File: src/rtl/tmr_pkg.sv
`timescale 1ns / 1ps
// ----------------------------------------------------------------------------
// tmr_pkg: shared types and constants of the timer request table
// entry layout, result kinds, opcodes, sequencer states, compare results
// ----------------------------------------------------------------------------
package tmr_pkg;

    localparam int TABLE_DEPTH_DEF = 16;

    localparam logic OP_REQUEST = 1'b0;
    localparam logic OP_TICK    = 1'b1;

    typedef enum logic [1:0] {
        KIND_FIRED   = 2'd0,
        KIND_RESCHED = 2'd1,
        KIND_ADDED   = 2'd2,
        KIND_FULL    = 2'd3
    } t_kind;

    typedef enum logic [1:0] {
        ST_IDLE,
        ST_SCAN,
        ST_SHIFT
    } t_state;

    // one table slot; expiry is start + duration, kept so a scan needs no add
    typedef struct packed {
        logic [31:0] id;
        logic [31:0] start;
        logic [31:0] dur;
        logic [31:0] expiry;
    } t_entry;

    typedef struct packed {
        logic hit;      // entry id equals requested id
        logic due;      // entry expiry has been reached
        logic better;   // entry beats the best due entry so far
    } t_cmp;

endpackage

File: src/rtl/tmr_ram.sv
`timescale 1ns / 1ps
// ----------------------------------------------------------------------------
// tmr_ram: timer entry storage
// one write port, one read port, registered read data
// ----------------------------------------------------------------------------
module tmr_ram #(
    parameter int DEPTH = tmr_pkg::TABLE_DEPTH_DEF,
    parameter int AW    = (DEPTH > 1) ? $clog2(DEPTH) : 1
) (
    input  logic            i_clk,
    input  logic            i_we,
    input  logic [AW-1:0]   i_waddr,
    input  tmr_pkg::t_entry i_wdata,
    input  logic            i_re,
    input  logic [AW-1:0]   i_raddr,
    output tmr_pkg::t_entry o_rdata
);

    tmr_pkg::t_entry r_mem [DEPTH];
    tmr_pkg::t_entry r_rdata;

    always_ff @(posedge i_clk) begin
        if (i_we) begin
            r_mem[i_waddr] <= i_wdata;
        end
    end

    always_ff @(posedge i_clk) begin
        if (i_re) begin
            r_rdata <= r_mem[i_raddr];
        end
    end

    assign o_rdata = r_rdata;

endmodule

File: src/rtl/tmr_cmp.sv
`timescale 1ns / 1ps
// ----------------------------------------------------------------------------
// tmr_cmp: shared compare unit
// id match, wrap-safe due test and earliest-expiry test for one entry
// ----------------------------------------------------------------------------
module tmr_cmp (
    input  tmr_pkg::t_entry i_entry,
    input  logic [31:0]     i_tid,
    input  logic [31:0]     i_now,
    input  logic [31:0]     i_best_t,
    input  logic            i_found,
    output tmr_pkg::t_cmp   o_res
);

    logic [31:0] now_diff;
    logic [31:0] best_diff;

    assign now_diff  = i_now - i_entry.expiry;
    assign best_diff = i_best_t - i_entry.expiry;

    // ties go to the later slot, so an equal expiry replaces the best
    assign o_res.hit    = (i_entry.id == i_tid);
    assign o_res.due    = ~now_diff[31];
    assign o_res.better = ~i_found | ~best_diff[31];

endmodule

File: src/rtl/timer_request_table.sv
`timescale 1ns / 1ps
// ----------------------------------------------------------------------------
// timer_request_table: table of pending one-shot timers
// requests add or reschedule timers, ticks fire every due timer in expiry order
// ----------------------------------------------------------------------------
//
//  channel   ports                                          handshake
//  --------  ---------------------------------------------  -----------------
//  command   i_opcode i_timer_id i_duration_ms i_now_ms     start, busy
//  result    o_kind o_fired_id o_start_ms o_delay_ms        o_strobe (1 cycle)
//            o_fire_time_ms o_last
//
//  - a command transaction is taken when start is high and busy is low
//  - request: a scan over the n valid slots (ending early when the id is
//    found), one result
//  - tick: each fired timer costs a scan plus a compaction sweep over the
//    m slots behind it; a tick with nothing due costs a single scan
//  - the single read port of the entry memory serves all scans and sweeps
//  - reset empties the table at once; results cannot be held off by the
//    receiver, each is shown for exactly one cycle
//
module timer_request_table #(
    parameter int TABLE_DEPTH = tmr_pkg::TABLE_DEPTH_DEF
) (
    input  logic        i_clk,
    input  logic        i_rst_n,
    input  logic        start,
    output logic        busy,
    input  logic        i_opcode,
    input  logic [31:0] i_timer_id,
    input  logic [31:0] i_duration_ms,
    input  logic [31:0] i_now_ms,
    output logic        o_strobe,
    output logic [1:0]  o_kind,
    output logic [31:0] o_fired_id,
    output logic [31:0] o_start_ms,
    output logic [31:0] o_delay_ms,
    output logic [31:0] o_fire_time_ms,
    output logic        o_last
);

    localparam int AW = (TABLE_DEPTH > 1) ? $clog2(TABLE_DEPTH) : 1;
    localparam int CW = $clog2(TABLE_DEPTH + 1);
    localparam logic [CW-1:0] FULL_COUNT = CW'(TABLE_DEPTH);

    // sequencer state
    tmr_pkg::t_state r_state, n_state;

    // latched command
    logic            r_op;
    logic [31:0]     r_id;
    logic [31:0]     r_dur;
    logic [31:0]     r_now;

    // table occupancy: valid entries always fill slots 0 .. count-1
    logic [CW-1:0]   r_count;

    // scan / sweep pointer and read pipeline tag
    logic [CW-1:0]   r_idx;
    logic            r_rd_vld;
    logic [CW-1:0]   r_rd_idx;

    // best due entry of the current pick
    logic            r_found;
    logic [AW-1:0]   r_best_idx;
    tmr_pkg::t_entry r_best;

    // last picked entry, held until we know whether another one follows
    logic            r_pend_vld;
    tmr_pkg::t_entry r_pend;

    // result registers
    logic            r_strobe;
    tmr_pkg::t_kind  r_kind;
    logic [31:0]     r_oid;
    logic [31:0]     r_ostart;
    logic [31:0]     r_odly;
    logic [31:0]     r_ofire;
    logic            r_olast;

    // control from the output decode
    logic            rd_en;
    logic            we;
    logic [AW-1:0]   waddr;
    tmr_pkg::t_entry wdata;
    logic            emit;
    logic            emit_from_pend;
    logic            emit_last;
    tmr_pkg::t_kind  emit_kind;

    tmr_pkg::t_entry rd_data;
    tmr_pkg::t_entry new_entry;
    tmr_pkg::t_cmp   cmp;

    logic            accept;
    logic            scan_end;
    logic            req_hit;
    logic            is_req;

    assign accept   = start && (r_state == tmr_pkg::ST_IDLE);
    assign busy     = (r_state != tmr_pkg::ST_IDLE);
    assign is_req   = (r_op == tmr_pkg::OP_REQUEST);
    // all reads issued and the last read word consumed
    assign scan_end = (r_idx == r_count) && !r_rd_vld;
    assign req_hit  = (r_state == tmr_pkg::ST_SCAN) && is_req && r_rd_vld && cmp.hit;

    assign new_entry.id     = r_id;
    assign new_entry.start  = r_now;
    assign new_entry.dur    = r_dur;
    assign new_entry.expiry = r_now + r_dur;

    tmr_ram #(
        .DEPTH (TABLE_DEPTH),
        .AW    (AW)
    ) u_ram (
        .i_clk   (i_clk),
        .i_we    (we),
        .i_waddr (waddr),
        .i_wdata (wdata),
        .i_re    (rd_en),
        .i_raddr (r_idx[AW-1:0]),
        .o_rdata (rd_data)
    );

    tmr_cmp u_cmp (
        .i_entry  (rd_data),
        .i_tid    (r_id),
        .i_now    (r_now),
        .i_best_t (r_best.expiry),
        .i_found  (r_found),
        .o_res    (cmp)
    );

    // next state
    always_comb begin
        n_state = r_state;
        case (r_state)
            tmr_pkg::ST_IDLE: begin
                if (accept) begin
                    n_state = tmr_pkg::ST_SCAN;
                end
            end
            tmr_pkg::ST_SCAN: begin
                if (req_hit) begin
                    n_state = tmr_pkg::ST_IDLE;
                end else if (scan_end) begin
                    if (!is_req && r_found) begin
                        n_state = tmr_pkg::ST_SHIFT;
                    end else begin
                        n_state = tmr_pkg::ST_IDLE;
                    end
                end
            end
            tmr_pkg::ST_SHIFT: begin
                if (scan_end) begin
                    n_state = tmr_pkg::ST_SCAN;
                end
            end
            default: n_state = tmr_pkg::ST_IDLE;
        endcase
    end

    // control decode
    always_comb begin
        rd_en          = 1'b0;
        we             = 1'b0;
        waddr          = r_rd_idx[AW-1:0];
        wdata          = new_entry;
        emit           = 1'b0;
        emit_from_pend = 1'b0;
        emit_last      = 1'b1;
        emit_kind      = tmr_pkg::KIND_FIRED;
        case (r_state)
            tmr_pkg::ST_SCAN: begin
                rd_en = (r_idx < r_count) && !req_hit;
                if (req_hit) begin
                    // reschedule in place
                    we        = 1'b1;
                    emit      = 1'b1;
                    emit_kind = tmr_pkg::KIND_RESCHED;
                end else if (scan_end) begin
                    if (is_req) begin
                        emit = 1'b1;
                        if (r_count == FULL_COUNT) begin
                            emit_kind = tmr_pkg::KIND_FULL;
                        end else begin
                            we        = 1'b1;
                            waddr     = r_count[AW-1:0];
                            emit_kind = tmr_pkg::KIND_ADDED;
                        end
                    end else begin
                        // flush the previous pick; last only if nothing else is due
                        emit           = r_pend_vld;
                        emit_from_pend = 1'b1;
                        emit_last      = !r_found;
                    end
                end
            end
            tmr_pkg::ST_SHIFT: begin
                // move each entry behind the fired one down a slot
                rd_en = (r_idx < r_count);
                if (r_rd_vld) begin
                    we    = 1'b1;
                    waddr = r_rd_idx[AW-1:0] - 1'b1;
                    wdata = rd_data;
                end
            end
            default: begin
                rd_en = 1'b0;
            end
        endcase
    end

    // control registers
    always_ff @(posedge i_clk) begin
        if (!i_rst_n) begin
            r_state    <= tmr_pkg::ST_IDLE;
            r_count    <= '0;
            r_idx      <= '0;
            r_rd_vld   <= 1'b0;
            r_found    <= 1'b0;
            r_pend_vld <= 1'b0;
            r_strobe   <= 1'b0;
        end else begin
            r_state  <= n_state;
            r_rd_vld <= rd_en;
            r_strobe <= emit;
            if (rd_en) begin
                r_idx <= r_idx + 1'b1;
            end
            case (r_state)
                tmr_pkg::ST_IDLE: begin
                    if (accept) begin
                        r_idx      <= '0;
                        r_found    <= 1'b0;
                        r_pend_vld <= 1'b0;
                    end
                end
                tmr_pkg::ST_SCAN: begin
                    if (!is_req && r_rd_vld && cmp.due && cmp.better) begin
                        r_found <= 1'b1;
                    end
                    if (scan_end && !req_hit) begin
                        if (is_req) begin
                            if (r_count != FULL_COUNT) begin
                                r_count <= r_count + 1'b1;
                            end
                        end else if (r_found) begin
                            r_pend_vld <= 1'b1;
                            r_found    <= 1'b0;
                            r_idx      <= CW'(r_best_idx) + 1'b1;
                        end
                    end
                end
                tmr_pkg::ST_SHIFT: begin
                    if (scan_end) begin
                        r_count <= r_count - 1'b1;
                        r_idx   <= '0;
                    end
                end
                default: begin
                    r_idx <= '0;
                end
            endcase
        end
    end

    // payload registers
    always_ff @(posedge i_clk) begin
        r_rd_idx <= r_idx;
        if (accept) begin
            r_op  <= i_opcode;
            r_id  <= i_timer_id;
            r_dur <= i_duration_ms;
            r_now <= i_now_ms;
        end
        if (r_state == tmr_pkg::ST_SCAN && !is_req && r_rd_vld && cmp.due && cmp.better) begin
            r_best     <= rd_data;
            r_best_idx <= r_rd_idx[AW-1:0];
        end
        if (r_state == tmr_pkg::ST_SCAN && !is_req && scan_end && r_found) begin
            r_pend <= r_best;
        end
        if (emit) begin
            r_kind  <= emit_kind;
            r_olast <= emit_last;
            if (emit_from_pend) begin
                r_oid    <= r_pend.id;
                r_ostart <= r_pend.start;
                r_odly   <= r_pend.dur;
                r_ofire  <= r_now;
            end else begin
                r_oid    <= r_id;
                r_ostart <= r_now;
                r_odly   <= r_dur;
                r_ofire  <= '0;
            end
        end
    end

    assign o_strobe       = r_strobe;
    assign o_kind         = r_kind;
    assign o_fired_id     = r_oid;
    assign o_start_ms     = r_ostart;
    assign o_delay_ms     = r_odly;
    assign o_fire_time_ms = r_ofire;
    assign o_last         = r_olast;

    // occupancy never exceeds the table
    a_count_bound: assert property (@(posedge i_clk) disable iff (!i_rst_n)
        r_count <= FULL_COUNT)
        else $error("table count beyond depth");

    // a taken command keeps the block busy in the next cycle
    a_accept_busy: assert property (@(posedge i_clk) disable iff (!i_rst_n)
        accept |=> busy)
        else $error("not busy after command transaction");

    // a result that is not the last one means more work is still going on
    a_more_follows: assert property (@(posedge i_clk) disable iff (!i_rst_n)
        (o_strobe && !o_last) |-> busy)
        else $error("run ended without last mark");

    // request results are single and always carry the last mark
    a_req_last: assert property (@(posedge i_clk) disable iff (!i_rst_n)
        (o_strobe && (o_kind != tmr_pkg::KIND_FIRED)) |-> o_last)
        else $error("request result without last mark");

endmodule
File: config.mk
export PLATFORM = sky130hd
export DESIGN_NAME = timer_request_table
export DESIGN_NICKNAME = d
export VERILOG_FILES = /design/src/rtl/tmr_pkg.sv /design/src/rtl/tmr_ram.sv /design/src/rtl/tmr_cmp.sv /design/src/rtl/timer_request_table.sv
export SDC_FILE = /design/constraint.sdc
export NUM_CORES = 2
export LEC_CHECK = 0
export ABC_AREA = 1
export BUFFER_PORTS_ARGS = -buffer_cell sky130_fd_sc_hd__clkbuf_2
export CELL_PAD_IN_SITES_DETAIL_PLACEMENT = 2
export CELL_PAD_IN_SITES_GLOBAL_PLACEMENT = 2
export CORE_MARGIN = 4
export CORE_UTILIZATION = 45
export DETAILED_ROUTE_END_ITERATION = 7
export PLACE_DENSITY = 0.78
export SYNTH_ARGS = -nofsm -noshare
export SYNTH_HDL_FRONTEND = slang
export SYNTH_SLANG_ARGS = --single-unit
File: constraint.sdc
create_clock -name i_clk -period 10.8 [get_ports i_clk]
set_clock_uncertainty 0.1 [all_clocks]
set_input_delay 0.54 -clock i_clk [delete_from_list [all_inputs] [get_ports i_clk]]
set_output_delay 0.54 -clock i_clk [all_outputs]
set_load 0.03 [all_outputs]
==> key figures <==
Power
  • PD cells: 243 mW/mm²
  • VDD IR max: 0.174 mV
  • Leakage power: 0.0413 µW
  • Pwr Total: 29000 µW

Logic synthesis
  • YS warnings: 0
  • Yosys cell types: 57
  • Ys flop type: edfxtp_1
  • Post-synth EDFFs: 2632
  • Post-synth ARST share: 0%
  • Syn Area/Cell: 13.5 µm²
  • FF+latch count, synth: 2652
  • Synthesized Nets: 7933
  • Sequential-to-total area share from yosys stat: 76.2%
  • Post-Syn Area: 0.104 mm²
  • Post-Syn Instances: 7725

Final layout
  • Area Overhead vs Synth: 14.3%
  • Share of cells above drive strength 1: 10.8%
  • Most common cell after layout, fill and taps aside: edfxtp_1
  • Layout fillers: 21100
  • Layout Cells excl Fill: 11300
  • # nets final: 8285
  • Most frequent cells in the layout: 2632 x edfxtp_1, 1448 x nand2_1, 744 x o21ai_0

Route
  • DRC viols: 0
  • Detailed-route via count: 79300
  • Router iterations before antenna repair: 6
  • WL/cell: 43.5 µm
  • Vias per cell: 6.99
  • Drt initial violations: 12300
  • Post-Route WL: 493000 µm
  • Final ANT Viol Nets: 0

Clocking
  • Total clock sinks: 2652
  • Worst skew pair latency: 0.96 ns
  • Root Driver: clkbuf_16
  • Clk pin slew, worst setup/hold paths: 0.07 ns
  • Num CTS Buffers: 297
  • H-tree lvl count: 5
  • Post-cts sizing count: 0
  • CTS tree: built
  • CTS Buffer Depth: 4
  • Post-CTS setup buffer count: 0

GRT
  • GR Layer Usage met2: 65.7%
  • Tot GR Track Use: 40.6%
  • Initial antenna violation count: 49
  • Largest net degree at the start of global routing: 204
  • Vias in the first global route: 84500
  • Most used routing layer: met2
  • Met1 Use GR: 47.2%
  • Total grt overflow: 0
  • GRT met3 Usage: 10.0%
  • First-pass GRT wire length: 682000 µm

Timing
  • Min cycle time layout: 6.03 ns
  • Final setup violation count: 0
  • Max Clk Rate: 166 MHz
  • Count of final hold-check violations: 0
  • Fin crit share: 55.8%
  • Setup TNS: 0 ns
  • RSZ-0062 raised after global routing: false
  • Final Max Slew Viols: 0
  • Slew HR: 0.748%
  • Worst Tran Pin Value: 1.49 ns

Die
  • Core Footprint: 0.230 mm²
  • Initial Util: 45.3%
  • Die width: 489 µm
  • Die Ht: 489 µm
  • Io pins: 233
  • # rows: 176
  • Area of the die: 0.239 mm²

Worst setup path
  • Crit path max fanout: 203
  • Crit end category: flip-flop
  • WP data required: 11.53 ns
  • Crit path kind: reg2reg
  • CP Launch Type: flip-flop
  • Critical Path AT: 6.76 ns

Place
  • Placed Cells: 10700
  • Final GP Congestion: 0.854
  • PortBufs: 232
  • Hpwl dp: 238000 µm

Job
  • Max-cap violations: 1

Min path
  • Worst min path class: in2reg

Run status
  • Status: complete, but fails checks
  • Violated checks: max-capacitance violations
[kinds of logic after synthesis]
kind of cell             synth area share [%]
XOR/XNOR                                0.353
buffers and inverters                    2.72
AO/OA/AOI/OAI                            9.32
flip-flops                               76.2
AND/OR/NAND/NOR                          10.0
adder cells (fa/ha/maj)                  1.31
[per-layer routing]
layer	vias up	share of wire [%]
li1	29300	-
met1	40800	34
met2	6903	47
met3	2289	10
met4	36	8.5
met5	-	0.059
[per-stage QoR]
stage / worst slack (ns) / cell area [µm²] / hold WS [ns] / util (%)
global placement: 5.56 / 109000 / 0.302 / 47.3
global route: 4.66 / 119000 / 0.119 / 51.7
finish: 4.77 / 119000 / 0.112 / 51.7
floorplan: 2.46 / 104000 / 0.252 / -
detailed placement: 5.29 / 109000 / 0.305 / 47.3
CTS: 5.14 / 119000 / 0.0584 / 51.7
[state kept, by name, summed over array words and instances (netlist names), 2 cells and up]
register        flops
u_ram.o_rdata     128
o_kind              2
o_start_ms         32
o_fired_id         32
o_delay_ms         32
r_id               32
o_fire_time_ms     32
r_best_idx          4
r_state             2
r_idx               5
r_best            128
u_ram.r_mem      2048
r_rd_idx            4
r_now              32
r_pend             96
r_dur              32
r_count             5
[synthesized netlist by cell type (3+ instances only)]
cell	instances	share of area, %
nand2_1	1450	5.2
o21ai_1	112	0.54
o221ai_1	112	0.94
nor3_1	15	0.072
buf_2	182	0.87
xor2_1	27	0.23
buf_1	18	0.065
clkbuf_1	240	0.86
nor2_1	651	2.3
nor2_4	4	0.043
xnor2_1	15	0.13
o21ai_2	5	0.042
nand4_2	3	0.036
nand3b_1	6	0.043
inv_2	14	0.050
nor4_1	5	0.030
ha_1	106	1.3
buf_4	8	0.058
dfxtp_1	20	0.38
o21a_1	3	0.022
edfxtp_1	2632	76
inv_1	212	0.76
o211ai_1	4	0.029
or2_2	5	0.030
nand2_2	3	0.018
nand4_1	119	0.71
o22ai_1	150	0.90
a221oi_1	144	1.2
o21bai_1	6	0.043
o21ai_0	748	3.6
a31oi_1	6	0.036
nand3_2	3	0.029
nand3_1	280	1.3
a211oi_1	3	0.022
a21oi_1	386	1.9
[where the power goes]
group          internal, µW  leakage, µW  total, µW  switching [µW]
clock                  5670      0.00448      10500            4800
sequential            12800       0.0239      13400             601
combinational           934       0.0130       5070            4140
[path summary, 6_finish.rpt]
check	from	to	slack, ns	cells past startpoint
worst max-delay path	r_idx[0]$_SDFF_PN0_	u_ram.o_rdata[70]$_DFFE_PN_	4.77	9
worst min-delay path	start	r_pend_vld$_SDFFE_PN0P_	0.11	5
worst max register to register	r_idx[0]$_SDFF_PN0_	u_ram.o_rdata[70]$_DFFE_PN_	4.77	9
worst min register to register	r_best[102]$_DFFE_PP_	r_pend[102]$_DFFE_PP_	0.32	0
[critical path, cell delays in order (launching register included)]
cell and delay (ns):
dfxtp_4 0.50, inv_8 0.44, buf_4 0.79, buf_4 0.92, buf_12 0.72, buf_4 0.98, nand2_1 0.24, a221oi_1 0.47
o21ai_1 0.16, nand2_1 0.17
[area by class of cell]
| class | count | area [µm²] | share of cell area (%) |
|---|---|---|---|
| Sequential cell | 2652 | 79500 | 66.7 |
| Multi-Input combinational cell | 4392 | 22100 | 18.5 |
| Clock buffer | 362 | 7790 | 6.54 |
| Tap cell | 3026 | 3790 | 3.18 |
| Timing Repair Buffer | 503 | 3630 | 3.05 |
| Clock inverter | 150 | 1340 | 1.12 |
| Inverter | 231 | 940 | 0.789 |
| Antenna cell | 23 | 57.6 | 0.0483 |
[what timing repair did]
| item | 4_1_cts | 5_1_grt |
|---|---|---|
| hold buffers | 98 | 0 |
| endpoints found under the setup margin | 0 | 0 |
| endpoints found under the hold margin | 107 | 0 |
No activity file was read; power rests on OpenSTA's default activity.
